`config.mk`:
```
export PLATFORM = sky130hd
export DESIGN_NAME = json_byte_lexer_unit
export DESIGN_NICKNAME = d
export VERILOG_FILES = /design/src/hw/rtl/jbl_pkg.sv /design/src/hw/rtl/jbl_core.sv /design/src/hw/rtl/jbl_tokq.sv /design/src/hw/rtl/json_byte_lexer_unit.sv
export VERILOG_INCLUDE_DIRS = /design/src /design/src/hw/rtl
export SDC_FILE = /design/constraint.sdc
export NUM_CORES = 1
export LEC_CHECK = 0
export CORE_MARGIN = 3
export CORE_UTILIZATION = 56
export DETAILED_ROUTE_END_ITERATION = 8
export DONT_BUFFER_PORTS = 1
export HOLD_SLACK_MARGIN = 0.02
export PLACE_DENSITY = 0.67
export REMOVE_ABC_BUFFERS = 1
export SYNTH_ARGS = -nofsm -noshare
export SYNTH_HDL_FRONTEND = slang
export SYNTH_HIERARCHICAL = 1
export SYNTH_SLANG_ARGS = --single-unit
```
`constraint.sdc`:
```
create_clock -name aclk -period 13.6 [get_ports aclk]
set_input_delay 0.68 -clock aclk [delete_from_list [all_inputs] [get_ports aclk]]
set_output_delay 0.68 -clock aclk [all_outputs]
set_load 0.01 [all_outputs]
```
`src/hw/rtl/json_byte_lexer_unit_assert.svh`:
```
// ----------------------------------------------------------------------------
// JSON byte lexer assertion macros
// Shared concurrent assertion forms, clocked on aclk, off during reset.
// ----------------------------------------------------------------------------
`ifndef JSON_BYTE_LEXER_UNIT_ASSERT_SVH
`define JSON_BYTE_LEXER_UNIT_ASSERT_SVH

// condition holding in the same cycle
`define JBL_ASSERT_NOW(label, ante, cons, msg) \
    label: assert property (@(posedge aclk) disable iff (!aresetn) (ante) |-> (cons)) \
        else $error(msg);

// condition holding in the following cycle
`define JBL_ASSERT_NEXT(label, ante, cons, msg) \
    label: assert property (@(posedge aclk) disable iff (!aresetn) (ante) |=> (cons)) \
        else $error(msg);

`endif

```
`src/hw/rtl/jbl_pkg.sv`:
```
// ----------------------------------------------------------------------------
// jbl_pkg
// Token types, token kind codes and character constants of the JSON lexer.
// ----------------------------------------------------------------------------
package jbl_pkg;

    localparam int FIELD_W   = 16;
    localparam int KIND_W    = 4;
    localparam int S_TDATA_W = 8;
    localparam int M_TDATA_W = 40;

    localparam int TOKQ_DEPTH = 4;
    localparam int TOKQ_AW    = 2;

    localparam logic [KIND_W-1:0] K_LBRACE = 4'd0;
    localparam logic [KIND_W-1:0] K_LBRACK = 4'd1;
    localparam logic [KIND_W-1:0] K_RBRACE = 4'd2;
    localparam logic [KIND_W-1:0] K_RBRACK = 4'd3;
    localparam logic [KIND_W-1:0] K_COLON  = 4'd4;
    localparam logic [KIND_W-1:0] K_COMMA  = 4'd5;
    localparam logic [KIND_W-1:0] K_NUMBER = 4'd6;
    localparam logic [KIND_W-1:0] K_STRING = 4'd7;
    localparam logic [KIND_W-1:0] K_TRUE   = 4'd8;
    localparam logic [KIND_W-1:0] K_FALSE  = 4'd9;
    localparam logic [KIND_W-1:0] K_NULL   = 4'd10;
    localparam logic [KIND_W-1:0] K_ERROR  = 4'd11;

    localparam logic [7:0] CH_QUOTE = 8'h22;
    localparam logic [7:0] CH_BSL   = 8'h5C;

    typedef struct packed {
        logic [KIND_W-1:0]  kind;
        logic [FIELD_W-1:0] offset;
        logic [FIELD_W-1:0] length;
        logic               last;
    } tok_t;

    // tokens produced by one byte, compacted: v1 implies v0
    typedef struct packed {
        logic v0;
        logic v1;
        tok_t t0;
        tok_t t1;
    } push_t;

    typedef struct packed {
        logic               room;
        logic [TOKQ_AW:0]   count;
    } tokq_stat_t;

    // literal letters: kind 0 true, 1 false, 2 null
    function automatic logic [7:0] lit_char(input logic [1:0] k, input logic [2:0] idx);
        logic [7:0] ch;
        ch = 8'h00;
        unique case (k)
            2'd0: begin
                case (idx)
                    3'd0: ch = "t";
                    3'd1: ch = "r";
                    3'd2: ch = "u";
                    3'd3: ch = "e";
                    default: ch = 8'h00;
                endcase
            end
            2'd1: begin
                case (idx)
                    3'd0: ch = "f";
                    3'd1: ch = "a";
                    3'd2: ch = "l";
                    3'd3: ch = "s";
                    3'd4: ch = "e";
                    default: ch = 8'h00;
                endcase
            end
            default: begin
                case (idx)
                    3'd0: ch = "n";
                    3'd1: ch = "u";
                    3'd2: ch = "l";
                    3'd3: ch = "l";
                    default: ch = 8'h00;
                endcase
            end
        endcase
        return ch;
    endfunction

    function automatic logic [2:0] lit_len(input logic [1:0] k);
        return (k == 2'd1) ? 3'd5 : 3'd4;
    endfunction

    function automatic logic [KIND_W-1:0] lit_code(input logic [1:0] k);
        logic [KIND_W-1:0] code;
        unique case (k)
            2'd0:    code = K_TRUE;
            2'd1:    code = K_FALSE;
            default: code = K_NULL;
        endcase
        return code;
    endfunction

endpackage

```
`src/hw/rtl/jbl_core.sv`:
```
// ----------------------------------------------------------------------------
// jbl_core
// Lexer mode machine: one byte per step, up to two tokens out per step.
// ----------------------------------------------------------------------------
module jbl_core #(
    parameter int OFFSET_BITS = 16
) (
    input  logic            aclk,
    input  logic            aresetn,
    input  logic            step,
    input  logic [7:0]      text_byte,
    input  logic            end_of_text,
    output jbl_pkg::push_t  push
);
    import jbl_pkg::*;

    localparam logic [3:0] M_IDLE    = 4'd0;
    localparam logic [3:0] M_STR     = 4'd1;
    localparam logic [3:0] M_ESC     = 4'd2;
    localparam logic [3:0] M_LIT     = 4'd3;
    localparam logic [3:0] M_MINUS   = 4'd4;
    localparam logic [3:0] M_ZERO    = 4'd5;
    localparam logic [3:0] M_INT     = 4'd6;
    localparam logic [3:0] M_DOT     = 4'd7;
    localparam logic [3:0] M_FRAC    = 4'd8;
    localparam logic [3:0] M_EXP     = 4'd9;
    localparam logic [3:0] M_EXPSIGN = 4'd10;
    localparam logic [3:0] M_EXPDIG  = 4'd11;
    localparam logic [3:0] M_ERR     = 4'd12;

    localparam int W1 = OFFSET_BITS + 1;
    localparam logic [OFFSET_BITS-1:0] POS_MAX = {OFFSET_BITS{1'b1}};

    typedef logic [OFFSET_BITS-1:0] pos_t;

    logic [3:0] mode_reg, mode_next;
    pos_t       pos_reg, pos_next;
    pos_t       begin_reg, begin_next;
    logic [2:0] idx_reg, idx_next;
    logic [1:0] lkind_reg, lkind_next;

    function automatic logic [FIELD_W-1:0] to_field(input pos_t v);
        logic [31:0] w;
        w = 32'(v);
        return w[FIELD_W-1:0];
    endfunction

    function automatic logic [FIELD_W-1:0] span(input pos_t p, input pos_t b, input logic inc);
        logic [W1-1:0] d;
        d = {1'b0, p} - {1'b0, b} + W1'(inc);
        if (d > {1'b0, POS_MAX}) begin
            d = {1'b0, POS_MAX};
        end
        return to_field(d[OFFSET_BITS-1:0]);
    endfunction

    function automatic logic is_digit(input logic [7:0] c);
        return (c >= "0") && (c <= "9");
    endfunction

    function automatic logic accepting(input logic [3:0] m);
        return (m == M_ZERO) || (m == M_INT) || (m == M_FRAC) || (m == M_EXPDIG);
    endfunction

    function automatic logic [3:0] number_next(input logic [3:0] m, input logic [7:0] c);
        logic       d;
        logic       e;
        logic [3:0] nx;
        d = is_digit(c);
        e = (c == "e") || (c == "E");
        unique case (m)
            M_MINUS:   nx = (c == "0") ? M_ZERO : d ? M_INT : M_ERR;
            M_ZERO:    nx = (c == ".") ? M_DOT : e ? M_EXP : M_ERR;
            M_INT:     nx = d ? M_INT : (c == ".") ? M_DOT : e ? M_EXP : M_ERR;
            M_DOT:     nx = d ? M_FRAC : M_ERR;
            M_FRAC:    nx = d ? M_FRAC : e ? M_EXP : M_ERR;
            M_EXP:     nx = ((c == "+") || (c == "-")) ? M_EXPSIGN : d ? M_EXPDIG : M_ERR;
            M_EXPSIGN: nx = d ? M_EXPDIG : M_ERR;
            M_EXPDIG:  nx = d ? M_EXPDIG : M_ERR;
            default:   nx = M_ERR;
        endcase
        return nx;
    endfunction

    // byte classes
    logic              c_ws, c_punct, c_esc;
    logic [KIND_W-1:0] c_pkind;

    always_comb begin
        c_ws    = (text_byte == 8'h20) || ((text_byte >= 8'h09) && (text_byte <= 8'h0D));
        c_punct = 1'b1;
        c_pkind = K_LBRACE;
        case (text_byte)
            "{":     c_pkind = K_LBRACE;
            "[":     c_pkind = K_LBRACK;
            "}":     c_pkind = K_RBRACE;
            "]":     c_pkind = K_RBRACK;
            ":":     c_pkind = K_COLON;
            ",":     c_pkind = K_COMMA;
            default: c_punct = 1'b0;
        endcase
        c_esc = (text_byte == CH_QUOTE) || (text_byte == CH_BSL) || (text_byte == "/") ||
                (text_byte == "b") || (text_byte == "f") || (text_byte == "n") ||
                (text_byte == "r") || (text_byte == "t") || (text_byte == "u");
    end

    // token start from idle
    logic              st_emit;
    logic [KIND_W-1:0] st_kind;
    logic [3:0]        st_mode;
    logic              st_lit;
    logic [1:0]        st_lkind;

    always_comb begin
        st_emit  = 1'b0;
        st_kind  = c_pkind;
        st_mode  = M_IDLE;
        st_lit   = 1'b0;
        st_lkind = 2'd0;
        if (c_ws) begin
            st_mode = M_IDLE;
        end else if (c_punct) begin
            st_emit = 1'b1;
        end else if (text_byte == CH_QUOTE) begin
            st_mode = M_STR;
        end else if (text_byte == "-") begin
            st_mode = M_MINUS;
        end else if (text_byte == "0") begin
            st_mode = M_ZERO;
        end else if (is_digit(text_byte)) begin
            st_mode = M_INT;
        end else if ((text_byte == "t") || (text_byte == "f") || (text_byte == "n")) begin
            st_mode  = M_LIT;
            st_lit   = 1'b1;
            st_lkind = (text_byte == "t") ? 2'd0 : (text_byte == "f") ? 2'd1 : 2'd2;
        end else begin
            st_emit = 1'b1;
            st_kind = K_ERROR;
            st_mode = M_ERR;
        end
    end

    logic [1:0]  lk;
    logic [2:0]  idx_inc;
    logic        e0, e1, e2;
    tok_t        k0, k1, k2;
    logic [3:0]  mode_a;
    pos_t        begin_a;
    logic [2:0]  idx_a;
    logic [1:0]  lkind_a;

    always_comb begin
        lk      = (lkind_reg == 2'd3) ? 2'd2 : lkind_reg;
        idx_inc = idx_reg + 3'd1;
        mode_a  = mode_reg;
        begin_a = begin_reg;
        idx_a   = idx_reg;
        lkind_a = lkind_reg;
        e0 = 1'b0;
        e1 = 1'b0;
        e2 = 1'b0;
        k0 = '{kind: K_ERROR, offset: to_field(begin_reg),
               length: span(pos_reg, begin_reg, 1'b1), last: 1'b0};
        k1 = '{kind: st_kind, offset: to_field(pos_reg), length: 16'd1, last: 1'b0};
        k2 = '{kind: K_ERROR, offset: '0, length: '0, last: 1'b0};

        unique case (mode_reg) inside
            M_IDLE: begin
                begin_a = pos_reg;
                mode_a  = st_mode;
                if (st_lit) begin
                    lkind_a = st_lkind;
                    idx_a   = 3'd1;
                end
                e0 = st_emit;
                k0 = '{kind: st_kind, offset: to_field(pos_reg), length: 16'd1, last: 1'b0};
            end
            M_STR: begin
                if (text_byte == CH_BSL) begin
                    mode_a = M_ESC;
                end else if (text_byte == CH_QUOTE) begin
                    e0      = 1'b1;
                    k0.kind = K_STRING;
                    mode_a  = M_IDLE;
                end
            end
            M_ESC: begin
                if (c_esc) begin
                    mode_a = M_STR;
                end else begin
                    e0     = 1'b1;
                    mode_a = M_ERR;
                end
            end
            M_LIT: begin
                if ((idx_reg < lit_len(lk)) && (text_byte == lit_char(lk, idx_reg))) begin
                    idx_a = idx_inc;
                    if (idx_inc == lit_len(lk)) begin
                        e0      = 1'b1;
                        k0.kind = lit_code(lk);
                        mode_a  = M_IDLE;
                        idx_a   = 3'd0;
                    end
                end else begin
                    e0     = 1'b1;
                    mode_a = M_ERR;
                end
            end
            M_MINUS, M_ZERO, M_INT, M_DOT, M_FRAC, M_EXP, M_EXPSIGN, M_EXPDIG: begin
                if (accepting(mode_reg) && (c_ws || c_punct)) begin
                    e0       = 1'b1;
                    k0.kind  = K_NUMBER;
                    k0.length = span(pos_reg, begin_reg, 1'b0);
                    begin_a  = pos_reg;
                    mode_a   = st_mode;
                    e1       = st_emit;
                end else if (number_next(mode_reg, text_byte) == M_ERR) begin
                    e0     = 1'b1;
                    mode_a = M_ERR;
                end else begin
                    mode_a = number_next(mode_reg, text_byte);
                end
            end
            default: begin
                mode_a = mode_reg;
            end
        endcase

        if (end_of_text) begin
            k2.offset = to_field(begin_a);
            k2.length = span(pos_reg, begin_a, 1'b1);
            if (accepting(mode_a)) begin
                e2      = 1'b1;
                k2.kind = K_NUMBER;
            end else if ((mode_a != M_IDLE) && (mode_a != M_ERR)) begin
                e2      = 1'b1;
                k2.kind = K_ERROR;
            end
        end
    end

    // compaction of the three candidates into two slots
    always_comb begin
        push.v0 = step && (e0 || e1 || e2);
        push.v1 = step && ((e0 && (e1 || e2)) || (e1 && e2));
        push.t0 = e0 ? k0 : e1 ? k1 : k2;
        push.t1 = (e0 && e1) ? k1 : k2;
        push.t0.last = !push.v1;
        push.t1.last = 1'b1;
    end

    always_comb begin
        mode_next  = mode_reg;
        pos_next   = pos_reg;
        begin_next = begin_reg;
        idx_next   = idx_reg;
        lkind_next = lkind_reg;
        if (step) begin
            if (end_of_text) begin
                mode_next  = M_IDLE;
                pos_next   = '0;
                begin_next = '0;
                idx_next   = 3'd0;
                lkind_next = 2'd0;
            end else begin
                mode_next  = mode_a;
                begin_next = begin_a;
                idx_next   = idx_a;
                lkind_next = lkind_a;
                if (pos_reg != POS_MAX) begin
                    pos_next = pos_reg + pos_t'(1);
                end
            end
        end
    end

    always_ff @(posedge aclk) begin
        if (!aresetn) begin
            mode_reg  <= M_IDLE;
            pos_reg   <= '0;
            begin_reg <= '0;
            idx_reg   <= 3'd0;
            lkind_reg <= 2'd0;
        end else begin
            mode_reg  <= mode_next;
            pos_reg   <= pos_next;
            begin_reg <= begin_next;
            idx_reg   <= idx_next;
            lkind_reg <= lkind_next;
        end
    end

endmodule

```
`src/hw/rtl/jbl_tokq.sv`:
```
// ----------------------------------------------------------------------------
// jbl_tokq
// Token queue: takes up to two tokens per cycle, hands out one per transfer.
// ----------------------------------------------------------------------------
module jbl_tokq (
    input  logic                       aclk,
    input  logic                       aresetn,
    input  jbl_pkg::push_t             push,
    output jbl_pkg::tokq_stat_t        stat,
    output logic                       m_tvalid,
    input  logic                       m_tready,
    output jbl_pkg::tok_t              head
);
    import jbl_pkg::*;

    tok_t                 mem_reg [TOKQ_DEPTH];
    logic [TOKQ_AW-1:0]   wr_reg, wr_next;
    logic [TOKQ_AW-1:0]   wr_inc;
    logic [TOKQ_AW-1:0]   rd_reg, rd_next;
    logic [TOKQ_AW:0]     count_reg, count_next;
    logic                 pop;

    assign m_tvalid   = (count_reg != '0);
    assign head       = mem_reg[rd_reg];
    assign pop        = m_tvalid && m_tready;
    assign stat.count = count_reg;
    assign stat.room  = (count_reg <= (TOKQ_AW + 1)'(TOKQ_DEPTH - 2));
    assign wr_inc     = wr_reg + TOKQ_AW'(1);

    always_comb begin
        wr_next    = wr_reg + TOKQ_AW'(push.v0) + TOKQ_AW'(push.v1);
        rd_next    = rd_reg + TOKQ_AW'(pop);
        count_next = count_reg + (TOKQ_AW + 1)'(push.v0) + (TOKQ_AW + 1)'(push.v1)
                     - (TOKQ_AW + 1)'(pop);
    end

    always_ff @(posedge aclk) begin
        for (int i = 0; i < TOKQ_DEPTH; i++) begin
            if (push.v0 && (TOKQ_AW'(i) == wr_reg)) begin
                mem_reg[i] <= push.t0;
            end else if (push.v1 && (TOKQ_AW'(i) == wr_inc)) begin
                mem_reg[i] <= push.t1;
            end
        end
    end

    always_ff @(posedge aclk) begin
        if (!aresetn) begin
            wr_reg    <= '0;
            rd_reg    <= '0;
            count_reg <= '0;
        end else begin
            wr_reg    <= wr_next;
            rd_reg    <= rd_next;
            count_reg <= count_next;
        end
    end

endmodule

```
`src/hw/rtl/json_byte_lexer_unit.sv`:
```
// ----------------------------------------------------------------------------
// json_byte_lexer_unit
// Streaming JSON lexer: text bytes in, tokens with offset and length out.
// ----------------------------------------------------------------------------
//  channel | dir | tdata                          | tlast
//  s_      | in  | text_byte[7:0]                 | end_of_text
//  m_      | out | kind[3:0] offset[19:4] len[35:20] | last_of_run
//
//  One byte accepted per cycle while the token queue has room; a byte is held in the input
//  register until the lexer steps on it, and its tokens enter the queue the cycle after that step.
//  A byte may give two tokens; the four-entry token queue drains one per
//  transfer, and the input stalls while fewer than two slots are free.
//  aresetn is synchronous and clears the mode, position and queue pointers.
//  The end-of-text byte returns the lexer to offset zero for the next text.
// ----------------------------------------------------------------------------
module json_byte_lexer_unit #(
    parameter int OFFSET_BITS = 16
) (
    input  logic                            aclk,
    input  logic                            aresetn,
    input  logic                            s_tvalid,
    output logic                            s_tready,
    input  logic [jbl_pkg::S_TDATA_W-1:0]   s_tdata,   // text_byte[7:0]
    input  logic                            s_tlast,
    output logic                            m_tvalid,
    input  logic                            m_tready,
    output logic [jbl_pkg::M_TDATA_W-1:0]   m_tdata,   // token_kind, token_offset, token_length
    output logic                            m_tlast
);
    import jbl_pkg::*;

    logic        in_valid_reg, in_valid_next;
    logic [7:0]  in_byte_reg;
    logic        in_end_reg;
    logic        step;
    logic        s_xfer;
    push_t       push;
    tokq_stat_t  stat;
    tok_t        head;

    assign step     = in_valid_reg && stat.room;
    assign s_tready = !in_valid_reg || step;
    assign s_xfer   = s_tvalid && s_tready;

    always_comb begin
        in_valid_next = in_valid_reg;
        if (s_xfer) begin
            in_valid_next = 1'b1;
        end else if (step) begin
            in_valid_next = 1'b0;
        end
    end

    always_ff @(posedge aclk) begin
        if (!aresetn) begin
            in_valid_reg <= 1'b0;
        end else begin
            in_valid_reg <= in_valid_next;
        end
    end

    always_ff @(posedge aclk) begin
        if (s_xfer) begin
            in_byte_reg <= s_tdata[7:0];
            in_end_reg  <= s_tlast;
        end
    end

    jbl_core #(
        .OFFSET_BITS (OFFSET_BITS)
    ) u_core (
        .aclk        (aclk),
        .aresetn     (aresetn),
        .step        (step),
        .text_byte   (in_byte_reg),
        .end_of_text (in_end_reg),
        .push        (push)
    );

    jbl_tokq u_tokq (
        .aclk     (aclk),
        .aresetn  (aresetn),
        .push     (push),
        .stat     (stat),
        .m_tvalid (m_tvalid),
        .m_tready (m_tready),
        .head     (head)
    );

    assign m_tdata = {4'b0000, head.length, head.offset, head.kind};
    assign m_tlast = head.last;

    `include "json_byte_lexer_unit_assert.svh"

    `JBL_ASSERT_NOW(a_push_compact, push.v1, push.v0 && push.t1.last && !push.t0.last,
        "second token pushed without first or run end misplaced")
    `JBL_ASSERT_NOW(a_push_only_on_step, push.v0, step,
        "token pushed without a lexer step")
    `JBL_ASSERT_NOW(a_queue_bound, 1'b1, stat.count <= (TOKQ_AW + 1)'(TOKQ_DEPTH),
        "token queue overfilled")
    `JBL_ASSERT_NEXT(a_held_byte, in_valid_reg && !step,
        in_valid_reg && $stable(in_byte_reg) && $stable(in_end_reg),
        "held byte lost while lexer stalled")

endmodule

```
# Word level (Yosys, flattened, before mapping)

Memory sizes are Yosys's and may differ from the RTL's. A register that Yosys moved wholly into a read port is not among the register bits.
Index checks and enable logic that the tools add are counted.

Add/subtract/negate cells: 13
Order comparisons: 9
Equal/unequal tests: 56
Mux-type cells: 144
Bitwise logic cells: 4
Reduce and logical (&&, ||, !) cells: 69

Operators with widths:

| cell                                                                    | count |
|---|---|
| 37-bit 2-to-1 mux                                                       | 9 |
| 16-bit 2-to-1 mux                                                       | 9 |
| 4-bit 2-to-1 mux                                                        | 36 |
| 8-bit by 7-bit equality test with 1-bit output (second input constant)  | 13 |
| 37-bit OR reduction                                                     | 2 |
| 8-bit by 6-bit equality test with 1-bit output (second input constant)  | 9 |
| 16-bit one-hot mux with 2 select lines                                  | 2 |
| 1-bit 2-to-1 mux                                                        | 52 |
| 17-bit by 16-bit > comparator with 1-bit output (second input constant) | 3 |
| 36-bit 2-to-1 mux                                                       | 1 |
| 7-bit one-hot mux with 5 select lines                                   | 1 |
| 17-bit by 1-bit adder with 17-bit output (second input constant)        | 2 |
| 16-bit by 16-bit subtractor with 17-bit output                          | 2 |
| 2-bit 2-to-1 mux                                                        | 16 |
| 4-bit equality test (second input constant)                             | 7 |
| 4-bit one-hot mux with 7 select lines                                   | 1 |
| 7-bit one-hot mux with 4 select lines                                   | 1 |
| 1-bit logical OR                                                        | 25 |
| 4-bit by 3-bit equality test with 1-bit output (second input constant)  | 6 |
| 1-bit logical AND                                                       | 21 |
| 3-bit 2-to-1 mux                                                        | 7 |
| 7-bit one-hot mux with 3 select lines                                   | 1 |
| 4-bit one-hot mux with 5 select lines                                   | 1 |
| 16-bit by 1-bit adder with 16-bit output (second input constant)        | 1 |
| 47 further kinds                                                        | 67 |

Bits in registers: 58
Memory bits (writable): 148
Input port bits: 13
Output and inout bits: 43
Word-level logic and storage cells: 307
Memories kept: 1

Memories:

| memory         | depth | bits a word | read ports | clocked after Yosys merged registers in | write ports | RTL line       | text |
|---|---|---|---|---|---|---|---|
| u_tokq.mem_reg | 4     | 37          | 1          | 1                                       | 2           | jbl_tokq.sv:16 | `tok_t mem_reg [TOKQ_DEPTH];` |

# Depth between registers and ports, before layout

Word-level depth: 29
Gate-level depth with buffers: 23
Depth with buffers taken out: 22

# Modules after synthesis

The synthesis kept the hierarchy.

By module, submodules not included:

| module               | instances | cells an instance | area an instance (µm²) | seq. area each (µm²) |
|---|---|---|---|---|
| jbl_tokq             | 1         | 401               | 7757.4                 | 4584.4 |
| jbl_core             | 1         | 1003              | 6800.3                 | 820.8 |
| json_byte_lexer_unit | 1         | 20                | 369.1                  | 290.3 |

# Worst setup path after synthesis

OpenSTA, ideal clock, no wires.

Kind: flip-flop to flip-flop
From: register u_core.idx_reg[1]
To: memory u_tokq/mem_reg[0][0] (netlist name) (enable)
Setup time: 0.483 ns
Data arrival time: 6.088 ns
Data required time: 13.117 ns
Path slack: 7.029 ns
Cell stages (with the launch flop): 16
Path buffers: 1
Period minus slack after synthesis: 6.571 ns
Path through: dfxtp_1 -> clkbuf_1 -> inv_1 -> ha_1 -> o21a_1 -> or3_1 -> a21oi_1 -> o21bai_1 -> or4_1 -> o21ai_0 -> nand4_1 -> xor2_1 -> a31o_2 -> a21boi_0 -> nand2b_1 -> o21ai_0

RTL lines:

| item                   | RTL line        | text |
|---|---|---|
| start, declared        | jbl_core.sv:39  | `logic [2:0] idx_reg, idx_next;` |
| start signal, assigned | jbl_core.sv:288 | `idx_reg <= idx_next;` |
| end, declared          | jbl_tokq.sv:16  |  |

==> results by group <==
Clock network
  – PostCTS Resize Cnt: 0
  – Clock tree from TritonCTS: built
  – Total number of H-tree levels: 1
  – Setup repair bufs after CTS: 0
  – Clock transition time at the flip-flop clock pins of the worst setup and hold paths: 0.06 ns
  – Buffer cell driving the clock tree root: sky130_fd_sc_hd__clkbuf_16
  – Source-to-sink clock delay at the later pin of the worst-skew pair: 0.53 ns
  – CTS Sinks: 206
  – Largest buffer count on any clock path: 3
  – Number of buffers created by CTS: 24
  – Count of hold-fix buffers inserted at cts: 0

Placement
  – Worst setup timing slack at the placement stage: 6.50 ns
  – Detailed Place HPWL: 27400 µm
  – RePlAce Congestion: 0.948
  – Count of buffers from port buffering: 0

Synthesis
  – Cell count after synthesis: 1424
  – #FFs+latches synth: 206
  – Post-Syn Area per Cell: 10.5 µm²
  – Yosys warnings: 6
  – Register area share after synthesis: 0.382
  – Largest family of logic cells by synthesized area: multiplexers
  – Number of enable-type register cells in the synthesized netlist: 157
  – Area share of xor/xnor cells in the synthesized design: 0.0334
  – Most frequently used flop master after synthesis: sky130_fd_sc_hd__edfxtp_1
  – Synth cell types: 97
  – Post-synthesis mux area share: 0.188
  – Adder and majority cell fraction of the synthesized area: 0.0577
  – Mapped Area: 14900 µm²
  – FFs w/ async S/R, synth: 0
  – Simple-gate share of the synthesized area: 0.152
  – Compound-cell area share of the yosys netlist: 0.138

Layout
  – Flip-flop and latch area: 5700 µm²
  – Count of nets after finishing: 1456
  – N_diodes: 0
  – Fill cell total of the finished layout: 2222
  – Area growth, synth to finish: 5.78%
  – Footprint of the multi-input gates: 8570 µm²
  – Ratio of cells with drive above 1 in the final layout: 0.195
  – Flip-flop count of the largest register after layout: 148

Power and ir drop
  – P_leak: 5.89 nW
  – Total power: 0.00190 W
  – Peak VDD IR: 102 µV
  – Total power density per cell area: 120 nW/µm²

STA
  – Peak Freq: 138 MHz
  – Final setup viols: 0
  – Least-Margin Pin Slew: 0.966 ns
  – Aggregate negative setup slack: 0 ns
  – Setup repair after global routing missed its margin: false
  – Final Cycle Share: 0.534
  – Number of failing hold endpoints at the final stage: 0
  – Final worst slack: 6.33 ns
  – Minimum clock period after layout: 7.27 ns
  – Max Slew Vio Count: 0
  – Slew HR: 0.355
  – Worst clock skew: 0.0158 ns

Die
  – Std-Cell Rows: 59
  – Floorplan core area: 26100 µm²
  – Initial cell density of the core: 0.571
  – Chip Width: 169 µm
  – Number of ports placed on the die boundary: 56
  – Die Ht: 169 µm
  – Die area: 28700 µm²

Detailed routing
  – Via count: 11400
  – Antenna viol nets, final: 0
  – Overall routed net length: 39900 µm
  – DR iter-0 viols: 1397
  – Number of detailed-routing iterations run before antenna repair: 6
  – Via/cell ratio: 6.60
  – Final routed wire length divided by cell count: 23.0 µm
  – Number of remaining DRC errors: 0

Setup path
  – Crit-path max cell delay: 0.71 ns
  – Classification of the worst setup path: flip-flop to flip-flop
  – Signal arrival time at the worst endpoint: 7.53 ns
  – Critical Path RT: 13.86 ns
  – Startpoint types: flip-flop
  – CP delay by family, top: compound AO/OA/AOI/OAI gates
  – Type of destination of the critical path: flip-flop
  – Crit-path slowest cell: sky130_fd_sc_hd__edfxtp_1
  – Largest driver fanout on the critical path: 32
  – Cells traversed along the worst timing path: and3b_1 > o2111ai_1 > a21boi_0 > a21o_1 > nand2_1 > nor2_1 > a21oi_1 > ha_1 > ha_1 > fa_1 > a21o_1 > a21oi_1 > o21bai_1 > a2111oi_0 > o31ai_1 > nand3_1 > nand2_1 > and4_1 > or4_1 > a32o_1 > mux2_1
  – Worst path buffer plus inverter count: 0

Global routing
  – Met3 usage: 0.0475
  – Most used routing layer: met2
  – Sum of overflow across all layers after global routing: 0
  – Met1 capacity usage during global routing: 0.409
  – First-pass GRT wire length: 62000 µm
  – GR met2 Demand/Resource: 0.417
  – Number of antenna violations at the first check in global routing: 0
  – Via count of the first global-routing pass: 10700
  – GRT Overall Usage: 0.272
  – Pin count of the biggest net entering global routing: 40

Min path
  – Kind of path behind the tightest hold check: input port to flip-flop

Run
  – Number of violations of the max-capacitance limit: 0

Outcome
  – Outcome: finished clean
==> power breakdown <==
part	internal, W	total (W)	leakage (nW)	switching (W)
Combinational	0.000201	0.000493	3.63	0.000292
Sequential	0.000744	0.000778	1.89	0.0000334
Clock	0.000356	0.000625	0.376	0.000269
==> metrics by stage <==
step	hold slack (ns)	util	cells	instance area, µm²
floorplan	0.500	-	1335	14400
global placement	0.516	0.575	1687	15000
detailed placement	0.528	0.575	1687	15000
CTS	0.233	0.604	1730	15800
global route	0.238	0.604	1730	15800
finish	0.257	0.604	1730	15800
==> cells in the mapped netlist (all sizes together), types with 25 or more instances <==
cell type / count / area share
nand2b: 27 / 0.012
and2: 39 / 0.017
buf: 36 / 0.020
mux2: 150 / 0.12
nand2: 89 / 0.022
nor3: 25 / 0.0084
a21oi: 75 / 0.025
dfxtp: 49 / 0.066
o21ai: 67 / 0.022
clkbuf: 56 / 0.014
mux4: 37 / 0.056
nand3: 30 / 0.010
edfxtp: 157 / 0.32
ha: 60 / 0.050
o22ai: 27 / 0.011
xor2: 33 / 0.019
inv: 57 / 0.014
nor2: 104 / 0.026
==> worst reg2reg max path, cell delays in order (launching register included) <==
cell	delay [ns]
sky130_fd_sc_hd__edfxtp_1	0.71
sky130_fd_sc_hd__and3b_1	0.24
sky130_fd_sc_hd__o2111ai_1	0.34
sky130_fd_sc_hd__a21boi_0	0.45
sky130_fd_sc_hd__a21o_1	0.46
sky130_fd_sc_hd__nand2_1	0.66
sky130_fd_sc_hd__nor2_1	0.31
sky130_fd_sc_hd__a21oi_1	0.10
sky130_fd_sc_hd__ha_1	0.27
sky130_fd_sc_hd__ha_1	0.21
sky130_fd_sc_hd__fa_1	0.42
sky130_fd_sc_hd__a21o_1	0.21
sky130_fd_sc_hd__a21oi_1	0.22
sky130_fd_sc_hd__o21bai_1	0.12
sky130_fd_sc_hd__a2111oi_0	0.55
sky130_fd_sc_hd__o31ai_1	0.21
sky130_fd_sc_hd__nand3_1	0.12
sky130_fd_sc_hd__nand2_1	0.09
sky130_fd_sc_hd__and4_1	0.20
sky130_fd_sc_hd__or4_1	0.53
sky130_fd_sc_hd__a32o_1	0.29
sky130_fd_sc_hd__mux2_1	0.29
==> metal layers <==
metal  share of wire  routed length, µm
met5               0                  0
met4           0.020                812
met3           0.086               3420
met2            0.44              17700
met1            0.45              17900
==> layout by cell type, fill, tap and decap left out, drive strengths merged, types with 6 or more instances in the layout <==
master	instances
o21bai	6
nand2	89
xor2	33
and3	11
clkbuf	27
dfxtp	49
nor4	12
or4	8
mux4	37
a31oi	13
a21oi	75
buf	17
ha	60
mux2	150
o211ai	9
edfxtp	157
or2	9
a21o	17
xnor2	24
and2	39
nor3	25
nor2b	22
nand3	30
o22ai	27
nor2	104
clkinv	13
nor3b	8
a21boi	7
mux2i	14
nand4	12
o21a	8
nand3b	6
nand2b	27
inv	59
a211oi	13
or3	9
o21ai	67
o31ai	9
==> area by class of cell <==
cell class,instances,share of cell area
multi-input cells,1072,0.543
flip-flops and latches,206,0.361
clock buffers,27,0.0401
well taps,335,0.0265
inverters,57,0.0136
repair buffers,17,0.00808
clock inverters,16,0.00777
==> worst paths after layout <==
| path | slack [ns] | depth (start not counted) | to | from |
|---|---|---|---|---|
| worst min-delay path | 0.26 | 0 | in_byte_reg[3] | s_tdata[3] |
| worst max register to register | 6.33 | 21 | u_tokq/mem_reg[1][16] | in_byte_reg[2] |
| worst min register to register | 0.53 | 2 | in_valid_reg | in_valid_reg |
| worst max-delay path | 6.33 | 21 | u_tokq/mem_reg[1][16] | in_byte_reg[2] |
==> cell families (layout without fill, tap and decap cells) <==
family	after synthesis	after routing
compound gates	311	311
xor+xnor	57	57
fa+ha+maj	66	66
buf+inv	149	117
flops	206	206
mux	201	201
other cells	2	5
simple gates	432	432
(Power assumes the default switching activity.)
